==> src/rtl/sorted_record_table_core_assert.svh <==
// ---------------------------------------------------------------------------
// Sorted record table assertion macros
// Clocked property wrappers, disabled while arst_n is low.
// ---------------------------------------------------------------------------
`ifndef SORTED_RECORD_TABLE_CORE_ASSERT_SVH
`define SORTED_RECORD_TABLE_CORE_ASSERT_SVH

`ifndef SYNTHESIS
`define SRT_ASSERT_IMP(label, ante, cons) \
	label: assert property (@(posedge clk) disable iff (!arst_n) (ante) |-> (cons)) \
		else $error("srt: same-cycle check failed");
`define SRT_ASSERT_NXT(label, ante, cons) \
	label: assert property (@(posedge clk) disable iff (!arst_n) (ante) |=> (cons)) \
		else $error("srt: next-cycle check failed");
`else
`define SRT_ASSERT_IMP(label, ante, cons)
`define SRT_ASSERT_NXT(label, ante, cons)
`endif

`endif

==> src/rtl/srt_pkg.sv <==
// ---------------------------------------------------------------------------
// Sorted record table package
// Field widths, record type, operation codes and grade arithmetic.
// ---------------------------------------------------------------------------
package srt_pkg;

	localparam int ID_W            = 16;
	localparam int GRADE_W         = 7;
	localparam int SUM_W           = 9;
	localparam int TABLE_DEPTH_DEF = 32;

	localparam logic [GRADE_W-1:0] GRADE_MAX    = 7'd100;
	localparam logic [GRADE_W-1:0] THRESH_RESET = 7'd50;

	// floor(s / 3) == (s * 683) >> 11 for s < 384
	localparam logic [17:0] DIV3_MUL = 18'd683;

	typedef enum logic {
		OP_INSERT = 1'b0,
		OP_LIST   = 1'b1
	} op_t;

	typedef struct packed {
		logic [ID_W-1:0]    id;
		logic [GRADE_W-1:0] g1;
		logic [GRADE_W-1:0] g2;
		logic [GRADE_W-1:0] g3;
		logic [GRADE_W-1:0] avg;
		logic               pass;
	} rec_t;

	function automatic logic [GRADE_W-1:0] clamp_grade(input logic [GRADE_W-1:0] g);
		return (g > GRADE_MAX) ? GRADE_MAX : g;
	endfunction

	function automatic logic [GRADE_W-1:0] div3(input logic [SUM_W-1:0] s);
		logic [17:0] p;
		p = 18'(s) * DIV3_MUL;
		return p[17:11];
	endfunction

endpackage

==> src/rtl/srt_if.sv <==
// ---------------------------------------------------------------------------
// Sorted record table channel interfaces
// Request, response and threshold write channels, valid/ready handshake.
// ---------------------------------------------------------------------------
interface srt_req_if;
	logic        valid;
	logic        ready;
	logic        operation;
	logic [15:0] record_id;
	logic [6:0]  grade_one;
	logic [6:0]  grade_two;
	logic [6:0]  grade_three;

	modport source (output valid, operation, record_id, grade_one, grade_two, grade_three,
		input ready);
	modport sink (input valid, operation, record_id, grade_one, grade_two, grade_three,
		output ready);
endinterface

interface srt_rsp_if;
	logic        valid;
	logic        ready;
	logic [15:0] out_id;
	logic [6:0]  out_grade_one;
	logic [6:0]  out_grade_two;
	logic [6:0]  out_grade_three;
	logic [6:0]  average;
	logic        passed;
	logic        accepted;
	logic        table_empty;
	logic        last;

	modport source (output valid, out_id, out_grade_one, out_grade_two, out_grade_three,
		average, passed, accepted, table_empty, last, input ready);
	modport sink (input valid, out_id, out_grade_one, out_grade_two, out_grade_three,
		average, passed, accepted, table_empty, last, output ready);
endinterface

interface srt_cfg_if;
	logic       valid;
	logic       ready;
	logic [6:0] data;

	modport source (output valid, data, input ready);
	modport sink (input valid, data, output ready);
endinterface

==> src/rtl/srt_ram.sv <==
// ---------------------------------------------------------------------------
// Sorted record table RAM
// Generic single-write, single-read memory with registered read data.
// ---------------------------------------------------------------------------
module srt_ram #(
	parameter int WIDTH = 45,
	parameter int DEPTH = 32
) (
	input  logic                     clk,
	input  logic                     we,
	input  logic [$clog2(DEPTH)-1:0] waddr,
	input  logic [WIDTH-1:0]         wdata,
	input  logic                     re,
	input  logic [$clog2(DEPTH)-1:0] raddr,
	output logic [WIDTH-1:0]         rdata
);

	logic [WIDTH-1:0] mem_q [DEPTH];

	always_ff @(posedge clk) begin
		if (we) begin
			mem_q[waddr] <= wdata;
		end
	end

	always_ff @(posedge clk) begin
		if (re) begin
			rdata <= mem_q[raddr];
		end
	end

endmodule

==> src/rtl/srt_grade_unit.sv <==
// ---------------------------------------------------------------------------
// Sorted record table grade unit
// Clamps grades, forms the integer average and the pass flag, registered.
// ---------------------------------------------------------------------------
module srt_grade_unit import srt_pkg::*; (
	input  logic               clk,
	input  logic               load,
	input  logic [ID_W-1:0]    id,
	input  logic [GRADE_W-1:0] g1,
	input  logic [GRADE_W-1:0] g2,
	input  logic [GRADE_W-1:0] g3,
	input  logic [GRADE_W-1:0] thresh,
	output rec_t               rec_q
);

	logic [GRADE_W-1:0] c1, c2, c3, avg;
	logic [SUM_W-1:0]   sum;

	always_comb begin
		c1  = clamp_grade(g1);
		c2  = clamp_grade(g2);
		c3  = clamp_grade(g3);
		sum = SUM_W'(c1) + SUM_W'(c2) + SUM_W'(c3);
		avg = div3(sum);
	end

	always_ff @(posedge clk) begin
		if (load) begin
			rec_q.id   <= id;
			rec_q.g1   <= c1;
			rec_q.g2   <= c2;
			rec_q.g3   <= c3;
			rec_q.avg  <= avg;
			rec_q.pass <= (avg >= thresh);
		end
	end

endmodule

==> src/rtl/srt_seq.sv <==
// ---------------------------------------------------------------------------
// Sorted record table sequencer
// Insertion walk with one shared average compare, list streaming, result
// register.
// ---------------------------------------------------------------------------
module srt_seq import srt_pkg::*; #(
	parameter int DEPTH = TABLE_DEPTH_DEF,
	localparam int AW = $clog2(DEPTH),
	localparam int CW = $clog2(DEPTH + 1)
) (
	input  logic                 clk,
	input  logic                 arst_n,
	srt_req_if.sink              req,
	srt_rsp_if.source            rsp,
	input  rec_t                 rec,
	output logic                 rec_load,
	output logic                 ram_we,
	output logic [AW-1:0]        ram_waddr,
	output logic [$bits(rec_t)-1:0] ram_wdata,
	output logic                 ram_re,
	output logic [AW-1:0]        ram_raddr,
	input  logic [$bits(rec_t)-1:0] ram_rdata,
	output logic [CW-1:0]        cnt
);

	typedef enum logic [5:0] {
		S_IDLE  = 6'b000001,
		S_CALC  = 6'b000010,
		S_CMP   = 6'b000100,
		S_PLACE = 6'b001000,
		S_RES   = 6'b010000,
		S_LIST  = 6'b100000
	} state_t;

	localparam logic [CW-1:0] FULL = CW'(DEPTH);

	state_t         state_q;
	logic [CW-1:0]  cnt_q;
	logic [AW-1:0]  idx_q;
	logic           acc_q;
	logic           empty_q;
	logic           rvalid_q;
	rec_t           rrec_q;
	logic           racc_q, rempty_q, rlast_q;

	rec_t           rd;
	logic           accept, out_free, last_ent, greater;
	logic           out_load;

	assign rd        = rec_t'(ram_rdata);
	assign req.ready = (state_q == S_IDLE);
	assign accept    = req.valid && req.ready;
	assign out_free  = !rvalid_q || rsp.ready;
	assign out_load  = out_free && ((state_q == S_RES) || (state_q == S_LIST));
	assign last_ent  = (CW'(idx_q) == cnt_q - 1'b1);
	assign greater   = (rd.avg > rec.avg);
	assign rec_load  = accept && (req.operation == OP_INSERT);
	assign cnt       = cnt_q;

	always_comb begin
		ram_we    = 1'b0;
		ram_waddr = idx_q;
		ram_wdata = rec;
		ram_re    = 1'b0;
		ram_raddr = '0;
		unique case (state_q)
			S_IDLE: begin
				ram_re = accept && (req.operation == OP_LIST);
			end
			S_CALC: begin
				ram_re    = (cnt_q != '0) && (cnt_q != FULL);
				ram_raddr = AW'(cnt_q - 1'b1);
			end
			S_CMP: begin
				ram_we = 1'b1;
				if (greater) begin
					ram_wdata = rd;
					ram_re    = (idx_q != AW'(1));
					ram_raddr = idx_q - AW'(2);
				end
			end
			S_PLACE: begin
				ram_we = 1'b1;
			end
			S_RES: begin
			end
			S_LIST: begin
				ram_re    = out_free && !last_ent;
				ram_raddr = idx_q + 1'b1;
			end
			default: begin
			end
		endcase
	end

	always_ff @(posedge clk or negedge arst_n) begin
		if (!arst_n) begin
			state_q  <= S_IDLE;
			cnt_q    <= '0;
			idx_q    <= '0;
			acc_q    <= 1'b0;
			empty_q  <= 1'b0;
			rvalid_q <= 1'b0;
		end else begin
			if (out_load) begin
				rvalid_q <= 1'b1;
			end else if (rsp.ready) begin
				rvalid_q <= 1'b0;
			end
			unique case (state_q)
				S_IDLE: begin
					if (accept) begin
						idx_q <= '0;
						if (req.operation == OP_LIST) begin
							if (cnt_q == '0) begin
								empty_q <= 1'b1;
								acc_q   <= 1'b0;
								state_q <= S_RES;
							end else begin
								state_q <= S_LIST;
							end
						end else begin
							empty_q <= 1'b0;
							state_q <= S_CALC;
						end
					end
				end
				S_CALC: begin
					acc_q <= (cnt_q != FULL);
					if (cnt_q == FULL) begin
						state_q <= S_RES;
					end else if (cnt_q == '0) begin
						state_q <= S_PLACE;
					end else begin
						idx_q   <= AW'(cnt_q);
						state_q <= S_CMP;
					end
				end
				S_CMP: begin
					if (greater) begin
						idx_q <= idx_q - 1'b1;
						if (idx_q == AW'(1)) begin
							state_q <= S_PLACE;
						end
					end else begin
						cnt_q   <= cnt_q + 1'b1;
						state_q <= S_RES;
					end
				end
				S_PLACE: begin
					cnt_q   <= cnt_q + 1'b1;
					state_q <= S_RES;
				end
				S_RES: begin
					if (out_free) begin
						state_q <= S_IDLE;
					end
				end
				S_LIST: begin
					if (out_free) begin
						idx_q <= idx_q + 1'b1;
						if (last_ent) begin
							state_q <= S_IDLE;
						end
					end
				end
				default: begin
					state_q <= S_IDLE;
				end
			endcase
		end
	end

	// result payload
	always_ff @(posedge clk) begin
		if (out_free && (state_q == S_RES)) begin
			rrec_q   <= empty_q ? '0 : rec;
			racc_q   <= acc_q;
			rempty_q <= empty_q;
			rlast_q  <= 1'b1;
		end else if (out_free && (state_q == S_LIST)) begin
			rrec_q   <= rd;
			racc_q   <= 1'b0;
			rempty_q <= 1'b0;
			rlast_q  <= last_ent;
		end
	end

	assign rsp.valid           = rvalid_q;
	assign rsp.out_id          = rrec_q.id;
	assign rsp.out_grade_one   = rrec_q.g1;
	assign rsp.out_grade_two   = rrec_q.g2;
	assign rsp.out_grade_three = rrec_q.g3;
	assign rsp.average         = rrec_q.avg;
	assign rsp.passed          = rrec_q.pass;
	assign rsp.accepted        = racc_q;
	assign rsp.table_empty     = rempty_q;
	assign rsp.last            = rlast_q;

endmodule

==> src/rtl/sorted_record_table_core.sv <==
// ---------------------------------------------------------------------------
// Sorted record table core
// Record table kept in ascending order of average, with insert and list.
//
//   port   dir    role
//   req    sink   insert or list request transactions
//   rsp    source result transactions, last marks the final one per request
//   cfg    sink   pass threshold write transactions, always ready
//
// Insert: walks past the n entries with a greater average, one
// compare-and-move per cycle through the single RAM read port.
// List: reads entry 0 on accept, then one result per cycle while rsp is ready.
// Reset clears the entry count and sets the threshold to 50; no clearing pass.
// A stalled result holds in the output register; req stays not ready until
// the request's last result is loaded.
// ---------------------------------------------------------------------------
`include "sorted_record_table_core_assert.svh"

module sorted_record_table_core import srt_pkg::*; #(
	parameter int TABLE_DEPTH = TABLE_DEPTH_DEF
) (
	input  logic      clk,
	input  logic      arst_n,
	srt_req_if.sink   req,
	srt_rsp_if.source rsp,
	srt_cfg_if.sink   cfg
);

	localparam int AW = $clog2(TABLE_DEPTH);
	localparam int CW = $clog2(TABLE_DEPTH + 1);

	logic [GRADE_W-1:0]      thresh_q;
	rec_t                    rec;
	logic                    rec_load;
	logic                    ram_we, ram_re;
	logic [AW-1:0]           ram_waddr, ram_raddr;
	logic [$bits(rec_t)-1:0] ram_wdata, ram_rdata;
	logic [CW-1:0]           cnt;

	assign cfg.ready = 1'b1;

	always_ff @(posedge clk or negedge arst_n) begin
		if (!arst_n) begin
			thresh_q <= THRESH_RESET;
		end else if (cfg.valid && cfg.ready) begin
			thresh_q <= cfg.data;
		end
	end

	srt_grade_unit u_grade (
		.clk    (clk),
		.load   (rec_load),
		.id     (req.record_id),
		.g1     (req.grade_one),
		.g2     (req.grade_two),
		.g3     (req.grade_three),
		.thresh (thresh_q),
		.rec_q  (rec)
	);

	srt_ram #(
		.WIDTH ($bits(rec_t)),
		.DEPTH (TABLE_DEPTH)
	) u_ram (
		.clk   (clk),
		.we    (ram_we),
		.waddr (ram_waddr),
		.wdata (ram_wdata),
		.re    (ram_re),
		.raddr (ram_raddr),
		.rdata (ram_rdata)
	);

	srt_seq #(
		.DEPTH (TABLE_DEPTH)
	) u_seq (
		.clk       (clk),
		.arst_n    (arst_n),
		.req       (req),
		.rsp       (rsp),
		.rec       (rec),
		.rec_load  (rec_load),
		.ram_we    (ram_we),
		.ram_waddr (ram_waddr),
		.ram_wdata (ram_wdata),
		.ram_re    (ram_re),
		.ram_raddr (ram_raddr),
		.ram_rdata (ram_rdata),
		.cnt       (cnt)
	);

	`SRT_ASSERT_IMP(a_cnt_bound, 1'b1, cnt <= CW'(TABLE_DEPTH))
	`SRT_ASSERT_IMP(a_cnt_step, 1'b1, (cnt == $past(cnt)) || (cnt == $past(cnt) + 1'b1))
	`SRT_ASSERT_NXT(a_busy_after_req, req.valid && req.ready, !req.ready)
	`SRT_ASSERT_IMP(a_empty_last, rsp.valid && rsp.table_empty, rsp.last && !rsp.accepted)

endmodule
==> src/flat_wrapper.sv <==
// flat-port wrapper written by rule: the top's interface ports become plain ports
module sorted_record_table_core_flat import srt_pkg::*;
#(
	parameter int TABLE_DEPTH = TABLE_DEPTH_DEF
)
  (clk, arst_n, req_valid, req_operation, req_record_id, req_grade_one, req_grade_two, req_grade_three, req_ready, rsp_valid, rsp_out_id, rsp_out_grade_one, rsp_out_grade_two, rsp_out_grade_three, rsp_average, rsp_passed, rsp_accepted, rsp_table_empty, rsp_last, rsp_ready, cfg_valid, cfg_data, cfg_ready);
  srt_req_if req_i ();
  srt_rsp_if rsp_i ();
  srt_cfg_if cfg_i ();
  input  logic clk;
  input  logic arst_n;
  input wire logic [$bits(req_i.valid)-1:0] req_valid;
  input wire logic [$bits(req_i.operation)-1:0] req_operation;
  input wire logic [$bits(req_i.record_id)-1:0] req_record_id;
  input wire logic [$bits(req_i.grade_one)-1:0] req_grade_one;
  input wire logic [$bits(req_i.grade_two)-1:0] req_grade_two;
  input wire logic [$bits(req_i.grade_three)-1:0] req_grade_three;
  output wire logic [$bits(req_i.ready)-1:0] req_ready;
  output wire logic [$bits(rsp_i.valid)-1:0] rsp_valid;
  output wire logic [$bits(rsp_i.out_id)-1:0] rsp_out_id;
  output wire logic [$bits(rsp_i.out_grade_one)-1:0] rsp_out_grade_one;
  output wire logic [$bits(rsp_i.out_grade_two)-1:0] rsp_out_grade_two;
  output wire logic [$bits(rsp_i.out_grade_three)-1:0] rsp_out_grade_three;
  output wire logic [$bits(rsp_i.average)-1:0] rsp_average;
  output wire logic [$bits(rsp_i.passed)-1:0] rsp_passed;
  output wire logic [$bits(rsp_i.accepted)-1:0] rsp_accepted;
  output wire logic [$bits(rsp_i.table_empty)-1:0] rsp_table_empty;
  output wire logic [$bits(rsp_i.last)-1:0] rsp_last;
  input wire logic [$bits(rsp_i.ready)-1:0] rsp_ready;
  input wire logic [$bits(cfg_i.valid)-1:0] cfg_valid;
  input wire logic [$bits(cfg_i.data)-1:0] cfg_data;
  output wire logic [$bits(cfg_i.ready)-1:0] cfg_ready;
  assign req_i.valid = req_valid;
  assign req_i.operation = req_operation;
  assign req_i.record_id = req_record_id;
  assign req_i.grade_one = req_grade_one;
  assign req_i.grade_two = req_grade_two;
  assign req_i.grade_three = req_grade_three;
  assign req_ready = req_i.ready;
  assign rsp_valid = rsp_i.valid;
  assign rsp_out_id = rsp_i.out_id;
  assign rsp_out_grade_one = rsp_i.out_grade_one;
  assign rsp_out_grade_two = rsp_i.out_grade_two;
  assign rsp_out_grade_three = rsp_i.out_grade_three;
  assign rsp_average = rsp_i.average;
  assign rsp_passed = rsp_i.passed;
  assign rsp_accepted = rsp_i.accepted;
  assign rsp_table_empty = rsp_i.table_empty;
  assign rsp_last = rsp_i.last;
  assign rsp_i.ready = rsp_ready;
  assign cfg_i.valid = cfg_valid;
  assign cfg_i.data = cfg_data;
  assign cfg_ready = cfg_i.ready;
  sorted_record_table_core #(.TABLE_DEPTH(TABLE_DEPTH)) u_core (.clk(clk), .arst_n(arst_n), .req(req_i), .rsp(rsp_i), .cfg(cfg_i));
endmodule
==> config.mk <==
export PLATFORM = sky130hd
export DESIGN_NAME = sorted_record_table_core_flat
export DESIGN_NICKNAME = d
export VERILOG_FILES = /design/src/rtl/srt_pkg.sv /design/src/rtl/srt_if.sv /design/src/rtl/srt_ram.sv /design/src/rtl/srt_grade_unit.sv /design/src/rtl/srt_seq.sv /design/src/rtl/sorted_record_table_core.sv /design/src/flat_wrapper.sv
export VERILOG_INCLUDE_DIRS = /design/src /design/src/rtl
export SDC_FILE = /design/constraint.sdc
export NUM_CORES = 2
export LEC_CHECK = 0
export BUFFER_PORTS_ARGS = -buffer_cell sky130_fd_sc_hd__buf_2
export CORE_UTILIZATION = 40
export DETAILED_ROUTE_END_ITERATION = 8
export SLEW_MARGIN = 20
export SYNTH_ARGS = -nofsm -noshare
export SYNTH_HDL_FRONTEND = slang
export SYNTH_HIERARCHICAL = 1
export SYNTH_SLANG_ARGS = --single-unit
==> constraint.sdc <==
create_clock -name clk -period 4.2 [get_ports clk]
set_input_delay 0.63 -clock clk [delete_from_list [all_inputs] [get_ports clk]]
set_output_delay 0.63 -clock clk [all_outputs]
set_load 0.01 [all_outputs]
==> reports/qor_table.md <==
| Step | Parameter | This run |
| --- | --- | --- |
| synthesis | Cell variety after synth | 73 |
| timing | Min Tclk post-route | 6.596 ns |
| worst setup path | Kind of launch point of the worst setup path | input port |
| timing | Final critical-path share of the clock period | 1.571 |
| finish | # fillers | 13730 |
| finish | Area added between synthesis and finish | 16.85% |
| clock network | Clk sink count | 1605 |
| finish | NumNets Final | 4457 |
| timing | Tightest slew margin relative to the limit | 0.3071 |
| worst setup path | Worst path slowest cell | fa_1 |
| place | RD Place Congestion | 0.8417 |
| floorplanning | Standard-cell row count | 148 |
| clock network | Latest clock arrival within the worst-skew pair | 0.80 ns |
| synthesis | Syn. warnings | 6 |
| worst setup path | Top cell family by delay on the critical path | adder cells |
| job | Count of maximum capacitance violations | 0 |
| floorplanning | Die outline area | 165600 um^2 |
| synthesis | Count of flip-flops with a built-in enable after synthesis | 1577 |
| route | Final Routed Wirelength | 177.1 mm |
| clock network | Longest Clk Path Bufs | 3 |
| route | Routed via count | 36670 |
| timing | Hold Vio Cnt, Final | 0 |
| synthesis | Post-Syn Area | 65610 um^2 |
| synthesis | Most frequently used flop master after synthesis | edfxtp_1 |
| global routing | Global-route wire length before repair | 252.6 mm |
| pwr | Switching share of total power | 0.2956 |
| clock network | Clock tree root driver cell | clkbuf_16 |
| timing | Setup Total Neg Slack | -14.57 ns |
| run status | Failing checks | setup timing |
| synthesis | Yosys top cell area share | 0.7218 |
| clock network | CTS tree | done |
| worst setup path | Kind of critical path | in2reg |
| run status | Status | finished, violations left |
| floorplanning | Effective utilization at floorplan | 0.4031 |
| timing | Unrepaired setup endpoints after global routing | yes |
| synthesis | Net count after synthesis | 4103 |
| pwr | Power share of the combinational group | 0.291 |
| worst setup path | Buffering stage count on the worst path with inverters included | 5 |
| worst setup path | Setup crit end kind | register |
| synthesis | Total of flip-flops plus latches after synthesis | 1605 |
| worst setup path | Largest driver fanout on the critical path | 3 |
| floorplanning | Placeable Area | 162800 um^2 |
| pwr | Power density relative to cell area | 617.1 nW/um^2 |
| timing | Count of pins over their slew limit | 0 |
| synthesis | Dominant cells by area after synthesis | edfxtp_1 (72%), mux2i_1 (11%), a22oi_1 (1.6%) |
| synthesis | Share of flip-flops with an asynchronous set or reset | 0.01682 |
| synthesis | Average footprint of a synthesized cell | 16.58 um^2 |
| pwr | Reg power frac | 0.406 |
| route | Initial DRT Pass Iterations | 5 |
| route | Number of design rule violations left after detail routing | 0 |
| timing | Setup Skew | 0.02934 ns |
| pwr | Internal Pwr Total | 33.32 mW |
| route | Post-DR wirelength/cell | 26.75 um |
| timing | Timing-limited maximum frequency | 151.6 MHz |
| timing | Count of endpoints failing setup in the final report | 8 |
| place | HPWL Detailed | 97.41 mm |
| pwr | Total net switching power | 13.98 mW |
| timing | Worst Max-Slew Pin Slew | 1.029 ns |
| global routing | Remaining global-route overflow | 0 |
| global routing | All-layer global routing usage | 0.2132 |
| clock network | Number of buffers inserted during clock tree synthesis | 162 |
| synthesis | Post-synthesis cell type with the largest combined area | edfxtp_1 |
| worst setup path | Required time at the worst-slack endpoint | 4.75 ns |
| worst setup path | CP Data Arrival Time | 7.15 ns |
| pwr | Peak supply drop | 0.001284 V |
| floorplanning | I/O pin count | 101 |
| pwr | Leakage power figure | 24.59 nW |
| clock network | CTS H-tree depth | 4 |
| route | Number of routed nets with antenna violations | 0 |
| pwr | Total Power Consumption | 47.31 mW |
| synthesis | Share of the yosys chip area belonging to registers | 0.7325 |
| clock network | Register clock-pin slew on the reported worst setup and hold paths | 0.06 ns |
| route | Detailed Route Iter0 Violations | 3820 |
| timing | Final critical-path setup slack | -2.396 ns |
| place | Buffers on Ports | 99 |
| min path | Class of the tightest hold or removal check | in2reg |
| finish | Area taken by multi-input logic gates | 16420 um^2 |
| global routing | Largest net degree at the start of global routing | 66 |
| worst setup path | Slowest Stage Delay on Critical Path | 0.52 ns |
| finish | Sequential cell area | 48060 um^2 |
| global routing | Via count of the first global-routing pass | 35410 |
| pwr | Clock group share of total power | 0.303 |
| floorplanning | Die height | 407.0 um |
| finish | Proportion of layout cells with a drive suffix above 1 | 0.1775 |
| route | Per-cell via count in the routed design | 5.539 |
| synthesis | Number of standard cells after synthesis | 3956 |
| floorplanning | Width of the die | 407.0 um |
| global routing | Initial antenna violation count | 6 |
## registers in the layout, indices dropped and copies added, names as in the netlist
register,cells
u_core/thresh_q,7
u_core/u_grade/rec_q,45
u_core/u_ram/mem_q,1440
u_core/u_ram/rdata,45
u_core/u_seq/acc_q,1
u_core/u_seq/cnt,6
u_core/u_seq/empty_q,1
u_core/u_seq/ram_waddr,5
u_core/u_seq/rsp.accepted,1
u_core/u_seq/rsp.average,7
u_core/u_seq/rsp.last,1
u_core/u_seq/rsp.out_grade_one,7
u_core/u_seq/rsp.out_grade_three,7
u_core/u_seq/rsp.out_grade_two,7
u_core/u_seq/rsp.out_id,16
u_core/u_seq/rsp.passed,1
u_core/u_seq/rsp.table_empty,1
u_core/u_seq/rsp.valid,1
u_core/u_seq/state_q,6
## placed cells by master, fill, tap and decap left out, types with 6 or more instances in the layout
cell type / n
clkinv_2: 35
clkbuf_1: 26
bufinv_16: 16
inv_1: 96
nand3_1: 144
mux2_4: 7
dlygate4sd3_1: 17
edfxtp_1: 1577
o21ai_1: 6
a22oi_1: 138
nor2_2: 6
dfrtp_1: 23
nand2_1: 250
o21ai_0: 55
nor2_1: 19
a31oi_1: 48
nand2b_1: 7
nand3b_1: 8
o31ai_1: 7
mux2i_1: 722
xor2_1: 6
mux2_2: 44
fa_1: 27
nor3_1: 50
clkinv_1: 37
clkbuf_16: 167
inv_2: 6
a21oi_2: 8
nor2_4: 35
ha_1: 64
a22o_1: 90
buf_12: 70
buf_4: 222
buf_2: 94
a21oi_1: 158
xnor2_1: 24
## area by class of cell
class,count,area share
antenna,1,0.00003264
clock buffer,193,0.05579
clock inverter,105,0.01288
inverter,102,0.004994
multi-input combinational,2028,0.2142
sequential,1605,0.6269
tap,2175,0.03550
timing repair buffer,411,0.04970
## path summary, 6_finish.rpt
check / start / to / slack [ns] / cells past startpoint
setup / recovery: req_grade_three[1] / u_core/u_grade/rec_q[0] / -2.40 / 30
hold / removal: cfg_data[2] / u_core/thresh_q[2] / 0.07 / 2
setup reg to reg: u_core/u_ram/rdata[6] / u_core/u_ram/rdata[36] / 0.41 / 12
hold reg to reg: u_core/u_seq/rsp.last / u_core/u_seq/rsp.last / 0.51 / 1
max in group asynchronous: arst_n / u_core/u_seq/acc_q / 3.25 / 2
min in group asynchronous: arst_n / u_core/thresh_q[2] / 0.45 / 2
## per-stage QoR
step / cells / instance area, um^2 / util / setup WS [ns] / hold slack (ns)
finish: 6620 / 76660 / 0.4710 / -2.396 / 0.06889
global route: 6619 / 76660 / 0.4710 / -2.670 / 0.04809
CTS: 6614 / 76540 / 0.4702 / -2.409 / 0.006423
detailed placement: 6291 / 70910 / 0.4357 / -3.576 / 0.5034
global placement: 6291 / 70910 / 0.4357 / -3.505 / 0.4825
floorplan: 3956 / 65690 / - / -2.801 / 0.3344
## cell families (layout without fill, tap and decap cells)
logic type / after synthesis / after routing / synth area share
multiplexers: 773 / 773 / 0.1193
XOR/XNOR: 32 / 32 / 0.004272
buffers and inverters: 323 / 811 / 0.02559
AO/OA/AOI/OAI: 556 / 556 / 0.05706
flip-flops: 1605 / 1605 / 0.7325
adder cells (fa/ha/maj): 97 / 97 / 0.02170
AND/OR/NAND/NOR: 569 / 569 / 0.03950
other: 1 / 2 / 0.00005716
## power groups by stage
stage | registers (mW) | logic, mW | clock network, mW
2_1_floorplan | 19.4 | 8.22 | 0
3_3_place_gp | 19.5 | 12.4 | 0
3_5_place_dp | 19.5 | 12.5 | 0
4_1_cts | 19.2 | 13.1 | 14.6
5_1_grt | 19.2 | 15.1 | 15.2
6_report | 19.2 | 13.8 | 14.3
## cells in the mapped netlist, types with 11 or more instances
master,count
ha_1,69
a31oi_1,48
buf_1,16
nor2_1,58
clkbuf_1,91
a21oi_1,166
nor3_1,50
a22o_1,90
dfrtp_1,23
a22oi_1,138
mux2_2,44
buf_2,43
buf_4,36
nor2b_1,11
edfxtp_1,1577
xnor2_1,26
fa_1,28
buf_6,29
mux2i_1,722
o21ai_0,62
inv_1,102
nand2_1,252
nand3_1,145
## worst register-to-register path, cell delays in order, from the launching register on
cell	delay, ns
edfxtp_1	0.45
ha_1	0.33
nand4_1	0.20
a21oi_1	0.40
o211ai_4	0.23
o21ai_4	0.38
buf_12	0.23
buf_12	0.32
buf_4	0.32
mux2i_1	0.21
nand2_1	0.07
a31oi_1	0.24
nand3_1	0.12
## per-layer routing
layer | wire length (um) | part of all wire | global-route usage
met5 | 11 | 0.000062 | 0
met2 | 82360 | 0.47 | 0.3343
met4 | 3740 | 0.021 | 0.05375
met3 | 13000 | 0.073 | 0.03960
met1 | 78000 | 0.44 | 0.3053
## repair_timing
action | 4_1_cts | 5_1_grt
setup buffers | 10 | 5
pin swaps | 20 | 17
setup endpoints to repair | 8 | 8
hold endpoints to repair | 39 | 0
hold buffers | 17 | 0
gates resized for setup | 33 | 20
No activity file was read; power rests on OpenSTA's default activity.
